`config.mk`:
```
export PLATFORM = sky130hd
export DESIGN_NAME = reset_cause_history_logger
export DESIGN_NICKNAME = d
export VERILOG_FILES = /design/src/design/rchl_pkg.sv /design/src/design/reset_cause_history_logger.sv /design/src/design/rchl_ram.sv
export SDC_FILE = /design/constraint.sdc
export NUM_CORES = 2
export LEC_CHECK = 0
export BUFFER_PORTS_ARGS = -buffer_cell sky130_fd_sc_hd__buf_2
export CAP_MARGIN = 5
export CORE_MARGIN = 2
export CORE_UTILIZATION = 60
export DETAILED_ROUTE_END_ITERATION = 10
export PLACE_DENSITY = 0.77
export SKIP_CTS_REPAIR_TIMING = 1
export SYNTH_ARGS = -nofsm -noshare
export SYNTH_HDL_FRONTEND = slang
export SYNTH_SLANG_ARGS = --single-unit
```
`constraint.sdc`:
```
create_clock -name clk_i -period 20.8 [get_ports clk_i]
set_clock_uncertainty 0.15 [all_clocks]
set_input_delay 4.16 -clock clk_i [delete_from_list [all_inputs] [get_ports clk_i]]
set_output_delay 4.16 -clock clk_i [all_outputs]
set_load 0.01 [all_outputs]
```
`src/design/rchl_pkg.sv`:
```
// Shared constants, types and helpers for the reset cause history logger.
package rchl_pkg;

  // Sizes of the stores
  localparam int unsigned HIST_DEPTH   = 8;
  localparam int unsigned REASON_COUNT = 4;
  localparam int unsigned HW           = $clog2(HIST_DEPTH);
  localparam int unsigned CW           = $clog2(REASON_COUNT);
  localparam int unsigned IW           = HW + 1;

  // Stream widths (payload rounded up to whole bytes)
  localparam int unsigned IN_BITS   = 52;
  localparam int unsigned OUT_BITS  = 99;
  localparam int unsigned IN_BYTES  = (IN_BITS + 7) / 8;
  localparam int unsigned OUT_BYTES = (OUT_BITS + 7) / 8;
  localparam int unsigned IN_TW     = IN_BYTES * 8;
  localparam int unsigned OUT_TW    = OUT_BYTES * 8;

  // Command codes
  typedef enum logic [2:0] {
    CMD_UPTIME  = 3'd0,
    CMD_EVENT   = 3'd1,
    CMD_CLR_CTX = 3'd2,
    CMD_COUNT   = 3'd3,
    CMD_TOTAL   = 3'd4,
    CMD_CLR_CNT = 3'd5,
    CMD_HIST    = 3'd6,
    CMD_CLR_ALL = 3'd7
  } cmd_e;

  // Reason codes
  localparam logic [1:0] RSN_UNKNOWN  = 2'd0;
  localparam logic [1:0] RSN_POWER_ON = 2'd1;
  localparam logic [1:0] RSN_EXTERNAL = 2'd2;
  localparam logic [1:0] RSN_WATCHDOG = 2'd3;

  // Sequencer states
  typedef enum logic [1:0] {
    ST_IDLE,
    ST_ISSUE,
    ST_READ,
    ST_OUT
  } state_e;

  // One input item
  typedef struct packed {
    logic [7:0]  ago;
    logic [3:0]  clear_mask;
    logic [1:0]  reason_index;
    logic [31:0] uptime_value;
    logic [2:0]  cause_flags;
    cmd_e        cmd;
  } item_t;

  // One result item
  typedef struct packed {
    logic [31:0] streak_sum;
    logic [31:0] run_uptime;
    logic [15:0] streak_len;
    logic [15:0] count;
    logic [1:0]  reason;
    logic        status;
  } result_t;

  // One history record
  typedef struct packed {
    logic [1:0]  reason;
    logic [15:0] streak_len;
    logic [31:0] run_uptime;
    logic [31:0] streak_sum;
  } hist_rec_t;

  localparam int unsigned REC_BITS = $bits(hist_rec_t);

  // Priority decode of the cause flags: power-on, then external, then watchdog
  function automatic logic [1:0] decode_cause(input logic [2:0] flags);
    logic [1:0] c;
    if (flags[0]) begin
      c = RSN_POWER_ON;
    end else if (flags[1]) begin
      c = RSN_EXTERNAL;
    end else if (flags[2]) begin
      c = RSN_WATCHDOG;
    end else begin
      c = RSN_UNKNOWN;
    end
    return c;
  endfunction

endpackage

```
`src/design/reset_cause_history_logger.sv`:
```
// Top level: reset cause history logger with counter and history memories.
//
//  Channel | Dir | Group        | Content
//  --------+-----+--------------+----------------------------------------------
//  input   | in  | s_axis_*     | one command item per transfer
//  result  | out | m_axis_*     | exactly one result item per command
//
// Steps: context and clear commands, and a history read of the current run or
// beyond the ring, go from issue straight to output; a count, reset event or
// ring history read makes one memory read, and the total reads the counter
// memory one entry per cycle.
// Reset clears the context, the valid bits of both memories and the ring head
// at once; no clearing pass. A stalled result sits in the output register; the
// next item is taken meanwhile and waits in the last step until it is free.
module reset_cause_history_logger (
  input  logic                           clk_i,
  input  logic                           rst_ni,
  input  logic                           s_axis_tvalid,
  output logic                           s_axis_tready,
  // [2:0] cmd, [5:3] cause_flags, [37:6] uptime_value, [39:38] reason_index,
  // [43:40] clear_mask, [51:44] ago, upper bits zero
  input  logic [rchl_pkg::IN_TW-1:0]     s_axis_tdata,
  output logic                           m_axis_tvalid,
  input  logic                           m_axis_tready,
  // [0] status, [2:1] reason, [18:3] count, [34:19] streak_len,
  // [66:35] run_uptime, [98:67] streak_sum, upper bits zero
  output logic [rchl_pkg::OUT_TW-1:0]    m_axis_tdata
);
  import rchl_pkg::*;

  state_e state_q, state_d;

  item_t   item_q, item_d;
  result_t res_q, res_d;
  result_t mres_q;
  logic    m_valid_q, m_valid_d;
  logic    out_load;

  // Run context
  logic        ctx_valid_q, ctx_valid_d;
  logic [31:0] cur_up_q, cur_up_d;
  logic [15:0] cur_sc_q, cur_sc_d;
  logic [31:0] cur_su_q, cur_su_d;
  logic [15:0] prev_sc_q, prev_sc_d;
  logic [31:0] prev_up_q, prev_up_d;
  logic [31:0] prev_su_q, prev_su_d;
  logic [1:0]  last_cause_q, last_cause_d;

  // Memory bookkeeping
  logic [REASON_COUNT-1:0] cvld_q, cvld_d;
  logic [HIST_DEPTH-1:0]   hvld_q, hvld_d;
  logic [HW-1:0]           first_q, first_d;
  logic [CW:0]             rptr_q, rptr_d;
  logic [15:0]             sum_q, sum_d;
  logic                    rok_q, rok_d;

  // Memory ports
  logic          cnt_we, cnt_re;
  logic [CW-1:0] cnt_waddr, cnt_raddr;
  logic [15:0]   cnt_wdata, cnt_rdata;
  logic          hist_we, hist_re;
  logic [HW-1:0] hist_waddr, hist_raddr;
  hist_rec_t     hist_wdata, hist_rdata;

  // Helpers
  logic [1:0]  cause;
  logic [15:0] cval;
  logic [IW-1:0] hdiff;
  logic [HW-1:0] hidx;
  logic [HW-1:0] next_slot;
  logic        too_far;

  item_t in_item;
  assign in_item = item_t'(s_axis_tdata[IN_BITS-1:0]);

  assign s_axis_tready = (state_q == ST_IDLE);
  assign out_load      = (state_q == ST_OUT) && (!m_valid_q || m_axis_tready);

  assign cause = decode_cause(item_q.cause_flags);
  assign cval  = rok_q ? cnt_rdata : 16'd0;

  // Ring index of the record ago older than the newest one
  assign too_far = ({1'b0, item_q.ago} + 9'd1) >= 9'(HIST_DEPTH);
  assign hdiff   = {1'b0, first_q} + IW'(HIST_DEPTH - 1) - item_q.ago[IW-1:0];
  assign hidx    = (hdiff >= IW'(HIST_DEPTH)) ? HW'(hdiff - IW'(HIST_DEPTH)) : HW'(hdiff);
  assign next_slot = (first_q == HW'(HIST_DEPTH - 1)) ? '0 : first_q + HW'(1);

  rchl_ram #(
    .WIDTH (16),
    .DEPTH (REASON_COUNT),
    .AW    (CW)
  ) u_cnt_ram (
    .clk_i   (clk_i),
    .we_i    (cnt_we),
    .waddr_i (cnt_waddr),
    .wdata_i (cnt_wdata),
    .re_i    (cnt_re),
    .raddr_i (cnt_raddr),
    .rdata_o (cnt_rdata)
  );

  rchl_ram #(
    .WIDTH (REC_BITS),
    .DEPTH (HIST_DEPTH),
    .AW    (HW)
  ) u_hist_ram (
    .clk_i   (clk_i),
    .we_i    (hist_we),
    .waddr_i (hist_waddr),
    .wdata_i (hist_wdata),
    .re_i    (hist_re),
    .raddr_i (hist_raddr),
    .rdata_o (hist_rdata)
  );

  // Next state
  always_comb begin
    state_d = state_q;
    unique case (state_q)
      ST_IDLE: begin
        if (s_axis_tvalid) begin
          state_d = ST_ISSUE;
        end
      end
      ST_ISSUE: begin
        case (item_q.cmd) inside
          CMD_EVENT, CMD_COUNT, CMD_TOTAL: state_d = ST_READ;
          CMD_HIST: begin
            state_d = (item_q.ago == 8'd0 || too_far) ? ST_OUT : ST_READ;
          end
          default: state_d = ST_OUT;
        endcase
      end
      ST_READ: begin
        if (item_q.cmd != CMD_TOTAL || rptr_q == (CW + 1)'(REASON_COUNT)) begin
          state_d = ST_OUT;
        end
      end
      ST_OUT: begin
        if (out_load) begin
          state_d = ST_IDLE;
        end
      end
      default: state_d = ST_IDLE;
    endcase
  end

  // Datapath and memory control
  always_comb begin
    item_d       = item_q;
    res_d        = res_q;
    ctx_valid_d  = ctx_valid_q;
    cur_up_d     = cur_up_q;
    cur_sc_d     = cur_sc_q;
    cur_su_d     = cur_su_q;
    prev_sc_d    = prev_sc_q;
    prev_up_d    = prev_up_q;
    prev_su_d    = prev_su_q;
    last_cause_d = last_cause_q;
    cvld_d       = cvld_q;
    hvld_d       = hvld_q;
    first_d      = first_q;
    rptr_d       = rptr_q;
    sum_d        = sum_q;
    rok_d        = rok_q;
    cnt_we       = 1'b0;
    cnt_waddr    = CW'(cause);
    cnt_wdata    = cval + 16'd1;
    cnt_re       = 1'b0;
    cnt_raddr    = CW'(cause);
    hist_we      = 1'b0;
    hist_waddr   = first_q;
    hist_wdata   = '{reason: cause, streak_len: prev_sc_q,
                     run_uptime: prev_up_q, streak_sum: prev_su_q};
    hist_re      = 1'b0;
    hist_raddr   = hidx;
    m_valid_d    = m_valid_q;

    unique case (state_q)
      ST_IDLE: begin
        if (s_axis_tvalid) begin
          item_d = in_item;
        end
      end
      ST_ISSUE: begin
        res_d = '0;
        case (item_q.cmd)
          CMD_UPTIME: begin
            cur_up_d    = item_q.uptime_value;
            ctx_valid_d = 1'b1;
          end
          CMD_EVENT: begin
            last_cause_d = cause;
            if (ctx_valid_q) begin
              cur_su_d  = cur_su_q + cur_up_q;
              cur_sc_d  = cur_sc_q + 16'd1;
              prev_su_d = cur_su_q + cur_up_q;
              prev_sc_d = cur_sc_q + 16'd1;
              prev_up_d = cur_up_q;
            end else begin
              cur_sc_d    = '0;
              cur_su_d    = '0;
              prev_sc_d   = '0;
              prev_up_d   = '0;
              prev_su_d   = '0;
              ctx_valid_d = 1'b1;
            end
            cur_up_d = '0;
            cnt_re   = 1'b1;
            rok_d    = cvld_q[CW'(cause)];
          end
          CMD_CLR_CTX: begin
            cur_up_d    = '0;
            cur_sc_d    = '0;
            cur_su_d    = '0;
            ctx_valid_d = 1'b1;
          end
          CMD_COUNT: begin
            cnt_re    = 1'b1;
            cnt_raddr = CW'(item_q.reason_index);
            rok_d     = cvld_q[CW'(item_q.reason_index)];
          end
          CMD_TOTAL: begin
            cnt_re    = 1'b1;
            cnt_raddr = '0;
            rok_d     = cvld_q[0];
            rptr_d    = (CW + 1)'(1);
            sum_d     = '0;
          end
          CMD_CLR_CNT: begin
            for (int i = 0; i < 4; i++) begin
              if (item_q.clear_mask[i]) begin
                cvld_d[i] = 1'b0;
              end
            end
          end
          CMD_HIST: begin
            if (item_q.ago == 8'd0) begin
              res_d.reason     = last_cause_q;
              res_d.streak_len = prev_sc_q;
              res_d.run_uptime = prev_up_q;
              res_d.streak_sum = prev_su_q;
            end else if (too_far) begin
              res_d.status = 1'b1;
            end else begin
              hist_re = 1'b1;
              rok_d   = hvld_q[hidx];
            end
          end
          default: begin
            cvld_d  = '0;
            hvld_d  = '0;
            first_d = '0;
          end
        endcase
      end
      ST_READ: begin
        case (item_q.cmd)
          CMD_EVENT: begin
            // Count the cause, then append the record of the run that ended unless the cause is unknown
            cnt_we = 1'b1;
            cvld_d[CW'(cause)] = 1'b1;
            if (cause != RSN_UNKNOWN) begin
              hist_we           = 1'b1;
              hvld_d[first_q]   = 1'b1;
              hvld_d[next_slot] = 1'b0;
              first_d           = next_slot;
            end
            res_d.reason     = cause;
            res_d.streak_len = prev_sc_q;
            res_d.run_uptime = prev_up_q;
            res_d.streak_sum = prev_su_q;
          end
          CMD_COUNT: begin
            res_d.count = cval;
          end
          CMD_TOTAL: begin
            sum_d       = sum_q + cval;
            res_d.count = sum_q + cval;
            if (rptr_q != (CW + 1)'(REASON_COUNT)) begin
              cnt_re    = 1'b1;
              cnt_raddr = rptr_q[CW-1:0];
              rok_d     = cvld_q[rptr_q[CW-1:0]];
              rptr_d    = rptr_q + (CW + 1)'(1);
            end
          end
          default: begin
            // History read
            if (rok_q) begin
              res_d.reason     = hist_rdata.reason;
              res_d.streak_len = hist_rdata.streak_len;
              res_d.run_uptime = hist_rdata.run_uptime;
              res_d.streak_sum = hist_rdata.streak_sum;
            end else begin
              res_d.status = 1'b1;
            end
          end
        endcase
      end
      default: ;
    endcase

    // Output register
    if (out_load) begin
      m_valid_d = 1'b1;
    end else if (m_axis_tready) begin
      m_valid_d = 1'b0;
    end
  end

  // Control state and context
  always_ff @(posedge clk_i or negedge rst_ni) begin
    if (!rst_ni) begin
      state_q      <= ST_IDLE;
      m_valid_q    <= 1'b0;
      ctx_valid_q  <= 1'b0;
      cur_up_q     <= '0;
      cur_sc_q     <= '0;
      cur_su_q     <= '0;
      prev_sc_q    <= '0;
      prev_up_q    <= '0;
      prev_su_q    <= '0;
      last_cause_q <= RSN_UNKNOWN;
      cvld_q       <= '0;
      hvld_q       <= '0;
      first_q      <= '0;
      rptr_q       <= '0;
    end else begin
      state_q      <= state_d;
      m_valid_q    <= m_valid_d;
      ctx_valid_q  <= ctx_valid_d;
      cur_up_q     <= cur_up_d;
      cur_sc_q     <= cur_sc_d;
      cur_su_q     <= cur_su_d;
      prev_sc_q    <= prev_sc_d;
      prev_up_q    <= prev_up_d;
      prev_su_q    <= prev_su_d;
      last_cause_q <= last_cause_d;
      cvld_q       <= cvld_d;
      hvld_q       <= hvld_d;
      first_q      <= first_d;
      rptr_q       <= rptr_d;
    end
  end

  // Payload registers
  always_ff @(posedge clk_i) begin
    item_q <= item_d;
    res_q  <= res_d;
    sum_q  <= sum_d;
    rok_q  <= rok_d;
    if (out_load) begin
      mres_q <= res_q;
    end
  end

  assign m_axis_tvalid = m_valid_q;
  assign m_axis_tdata  = {{(OUT_TW - OUT_BITS){1'b0}}, mres_q};

endmodule

```
`src/design/rchl_ram.sv`:
```
// Generic single-port-write, single-port-read memory with registered read data.
module rchl_ram #(
  parameter int unsigned WIDTH = 16,
  parameter int unsigned DEPTH = 4,
  parameter int unsigned AW    = (DEPTH > 1) ? $clog2(DEPTH) : 1
) (
  input  logic             clk_i,
  input  logic             we_i,
  input  logic [AW-1:0]    waddr_i,
  input  logic [WIDTH-1:0] wdata_i,
  input  logic             re_i,
  input  logic [AW-1:0]    raddr_i,
  output logic [WIDTH-1:0] rdata_o
);

  logic [WIDTH-1:0] mem [DEPTH];

  // Write port
  always_ff @(posedge clk_i) begin
    if (we_i) begin
      mem[waddr_i] <= wdata_i;
    end
  end

  // Read port, registered
  always_ff @(posedge clk_i) begin
    if (re_i) begin
      rdata_o <= mem[raddr_i];
    end
  end

endmodule
```
==> results.md <==
- Outcome: finished clean
- WL met3: 9.39 mm
- Post-route setup slack: around 15 ns
- Buffers and inverters on the worst path: 2
- Peak VDD IR: 125 uV
- Post-synth cell types: slightly below 90
- Clk sinks: 1269
- DRT antenna net count: 0
- Crit path max-delay cell type: dfrtp_1
- Final period utilization: 0.288
- Place WS: 14.23 ns
- Vias in the first global route: 27146
- Maxcap violations: 0
- Initial Utilization: 0.606
- Remaining DRCs: 0
- #FFs+latches synth: roughly 1300
- Worst-margin pin slew: between 1 and 1.5 ns
- Setup CP Type: flop to primary output
- Maximum clock frequency: between 150 and 200 MHz
- First-pass GRT wire length: around 160 mm
- Die ar.: ~85000 um2
- Ys async rst share: 0.145
- Largest stage delay on the critical path: 0.41 ns
- Synth warn: 0
- Crit path max-delay family: flip-flops
- Static leakage: 20.3 nW
- Die Wd: just under 300 um
- DR iter-0 viols: slightly below 3000
- Rows: about 110
- Setup violators final: 0
- CP startpoint kind: flop
- Drt pass-1 iters: 6
- CTS buffer count: about 120
- RSZ-0062 raised after global routing: no
- CP Max Fanout: 5
- WL met2: 52.6 mm
- Top Metal Used: met4
- Largest net degree at the start of global routing: 117
- CTS tree: done
- WP data arrival: approximately 1.7 ns
- Post-DP HPWL: between 50 and 60 mm
- Area growth syn-to-layout: 12.2%
- Max_slew headroom: 0.244
- Core region area: 82100 um2
- Met1 Wirelength: between 40 and 50 mm
- Total track usage: 0.258
- Fin util: 0.680
- Setup crit end kind: primary output
- Clock Pin Slew Worst Setup and Hold Paths: ~0.060 ns
- Remaining Overflow, GRT: 0
- Area leader, netlist: edfxtp_1
- Top-area cell type share of the netlist area: 0.655
- Port Buffers: ~160
- Filler cells: 5066
- Final hold vios: 0
- Sequential share of the synthesized area: 0.747
- Via count: 26547
- I/O pins: between 150 and 200
- CTS Root Buffer Type: clkbuf_16
- H-Tree Level Count: 3
- Antenna cell count: 0
- Tmin final: around 6 ns
- Mapped Area: between 40000 and 50000 um2
- Crit-path cells: inv_1 -> ha_1 -> buf_2
- Count leader, synth: edfxtp_1
- Gpl congestion: a little over 0.9
- DR WL/cell: about 26 um
- Synth Area per Inst: roughly 18 um2
- Via-per-instance ratio: 6.43
- EDFF count, synth: 1085
- Worst-skew pair later-pin latency: a little over 0.7 ns
- Share of cells above drive strength 1: 0.231
- Max-slew violation count: 0
- Ys flop type: edfxtp_1
- Worst hold slack: 0.259 ns
- Setup TNS: 0 ns
- Clock Tree Buf Depth: 3
- Power Density: approximately 140 nW/um2
- Ranking of synthesized cells by area: edfxtp_1 (65%), dfrtp_1 (9.2%), mux4_2 (8.3%)
- Die Y: approximately 290 um
- WL final: about 110 mm
- Synth Instances: around 2800
- Nets: between 3000 and 4000
- Synth top cells by count: edfxtp_1 (1085), nand2_1 (251), dfrtp_1 (184), mux4_2 (184), a22o_1 (131)
- Worst min path class: flop to flop
- Initial antenna violation count: 1
- CP Data Required Time: between 15 and 20 ns
layout by cell type, fill, tap and decap left out, types with 62 or more instances in the layout:
cell	n
nand2_1	250
dfrtp_1	184
buf_2	155
nor2_1	74
clkbuf_16	119
a21oi_1	69
mux4_2	184
edfxtp_1	1085
a22o_1	131
nand3_1	62
mux2_2	83
o21ai_0	66
per-layer routing:
metal	vias up	track usage
met5	-	0
met4	0	0.0847
met3	208	0.0495
met2	1340	0.412
met1	13731	0.363
li1	11268	-
area by class of cell:
cell class	instances	area (um2)	share of cell area
Sequential cell	1269	37200	0.666
Multi-Input combinational cell	1333	12000	0.215
Clock buffer	168	3330	0.0597
Tap cell	1070	1340	0.0240
Timing Repair Buffer	198	1120	0.0200
Clock inverter	58	721	0.0129
Inverter	35	131	0.00235
sequential cells by signal (all words and copies together), names as in the netlist, 32 cells and up:
register	flops
m_axis_tdata	99
prev_up_q	32
prev_su_q	32
u_cnt_ram.mem	64
u_hist_ram.rdata_o	82
cur_su_q	32
res_q	99
cur_up_q	32
item_q	52
u_hist_ram.mem	656
final timing paths:
kind	startpoint	end	slack (ns)	depth (start not counted)
min in group asynchronous	rst_ni	prev_su_q[15]$_DFFE_PN0P_	3.34	1
max in group asynchronous	rst_ni	prev_sc_q[4]$_DFFE_PN0P_	15.08	3
hold / removal	res_q[66]$_DFFE_PP_	m_axis_tdata[66]$_DFFE_PP_	0.26	0
hold reg to reg	res_q[66]$_DFFE_PP_	m_axis_tdata[66]$_DFFE_PP_	0.26	0
setup / recovery	state_q[0]$_DFFE_PN0P_	s_axis_tready	14.81	3
setup reg to reg	first_q[0]$_DFFE_PN0P_	rok_q$_DFFE_PP_	16.26	11
where the power goes:
part	leakage, nW	total [mW]	switching (mW)	internal, mW
Clock	1.95	2.22	0.945	1.27
Combinational	5.72	1.82	1.05	0.769
Sequential	12.6	3.69	0.295	3.40
kinds of logic (layout without fill, tap and decap cells):
group                      count (synthesis)  in the layout  share of synthesized area
muxes                                    268            268                      0.102
xor gates and xnor gates                  67             67                     0.0119
AOI/OAI and AO/OA                        425            425                     0.0623
adders and majority gates                 60             60                     0.0155
other                                      1              5                  0.0000753
buffers and inverters                    177            459                     0.0151
and+or+nand+nor                          508            508                     0.0458
DFF                                     1269           1269                      0.747
metrics by stage:
| step | area [um2] | instances | power [mW] |
|---|---|---|---|
| final | 55800 | 4131 | 7.73 |
| after global routing | 55800 | 4131 | 8.05 |
| after CTS | 55800 | 4131 | 7.76 |
| after detailed placement | 51800 | 3905 | 5.54 |
| after global placement | 51800 | 3905 | 5.45 |
| after floorplan | 49800 | 2779 | 4.98 |
(Power assumes the default switching activity.)
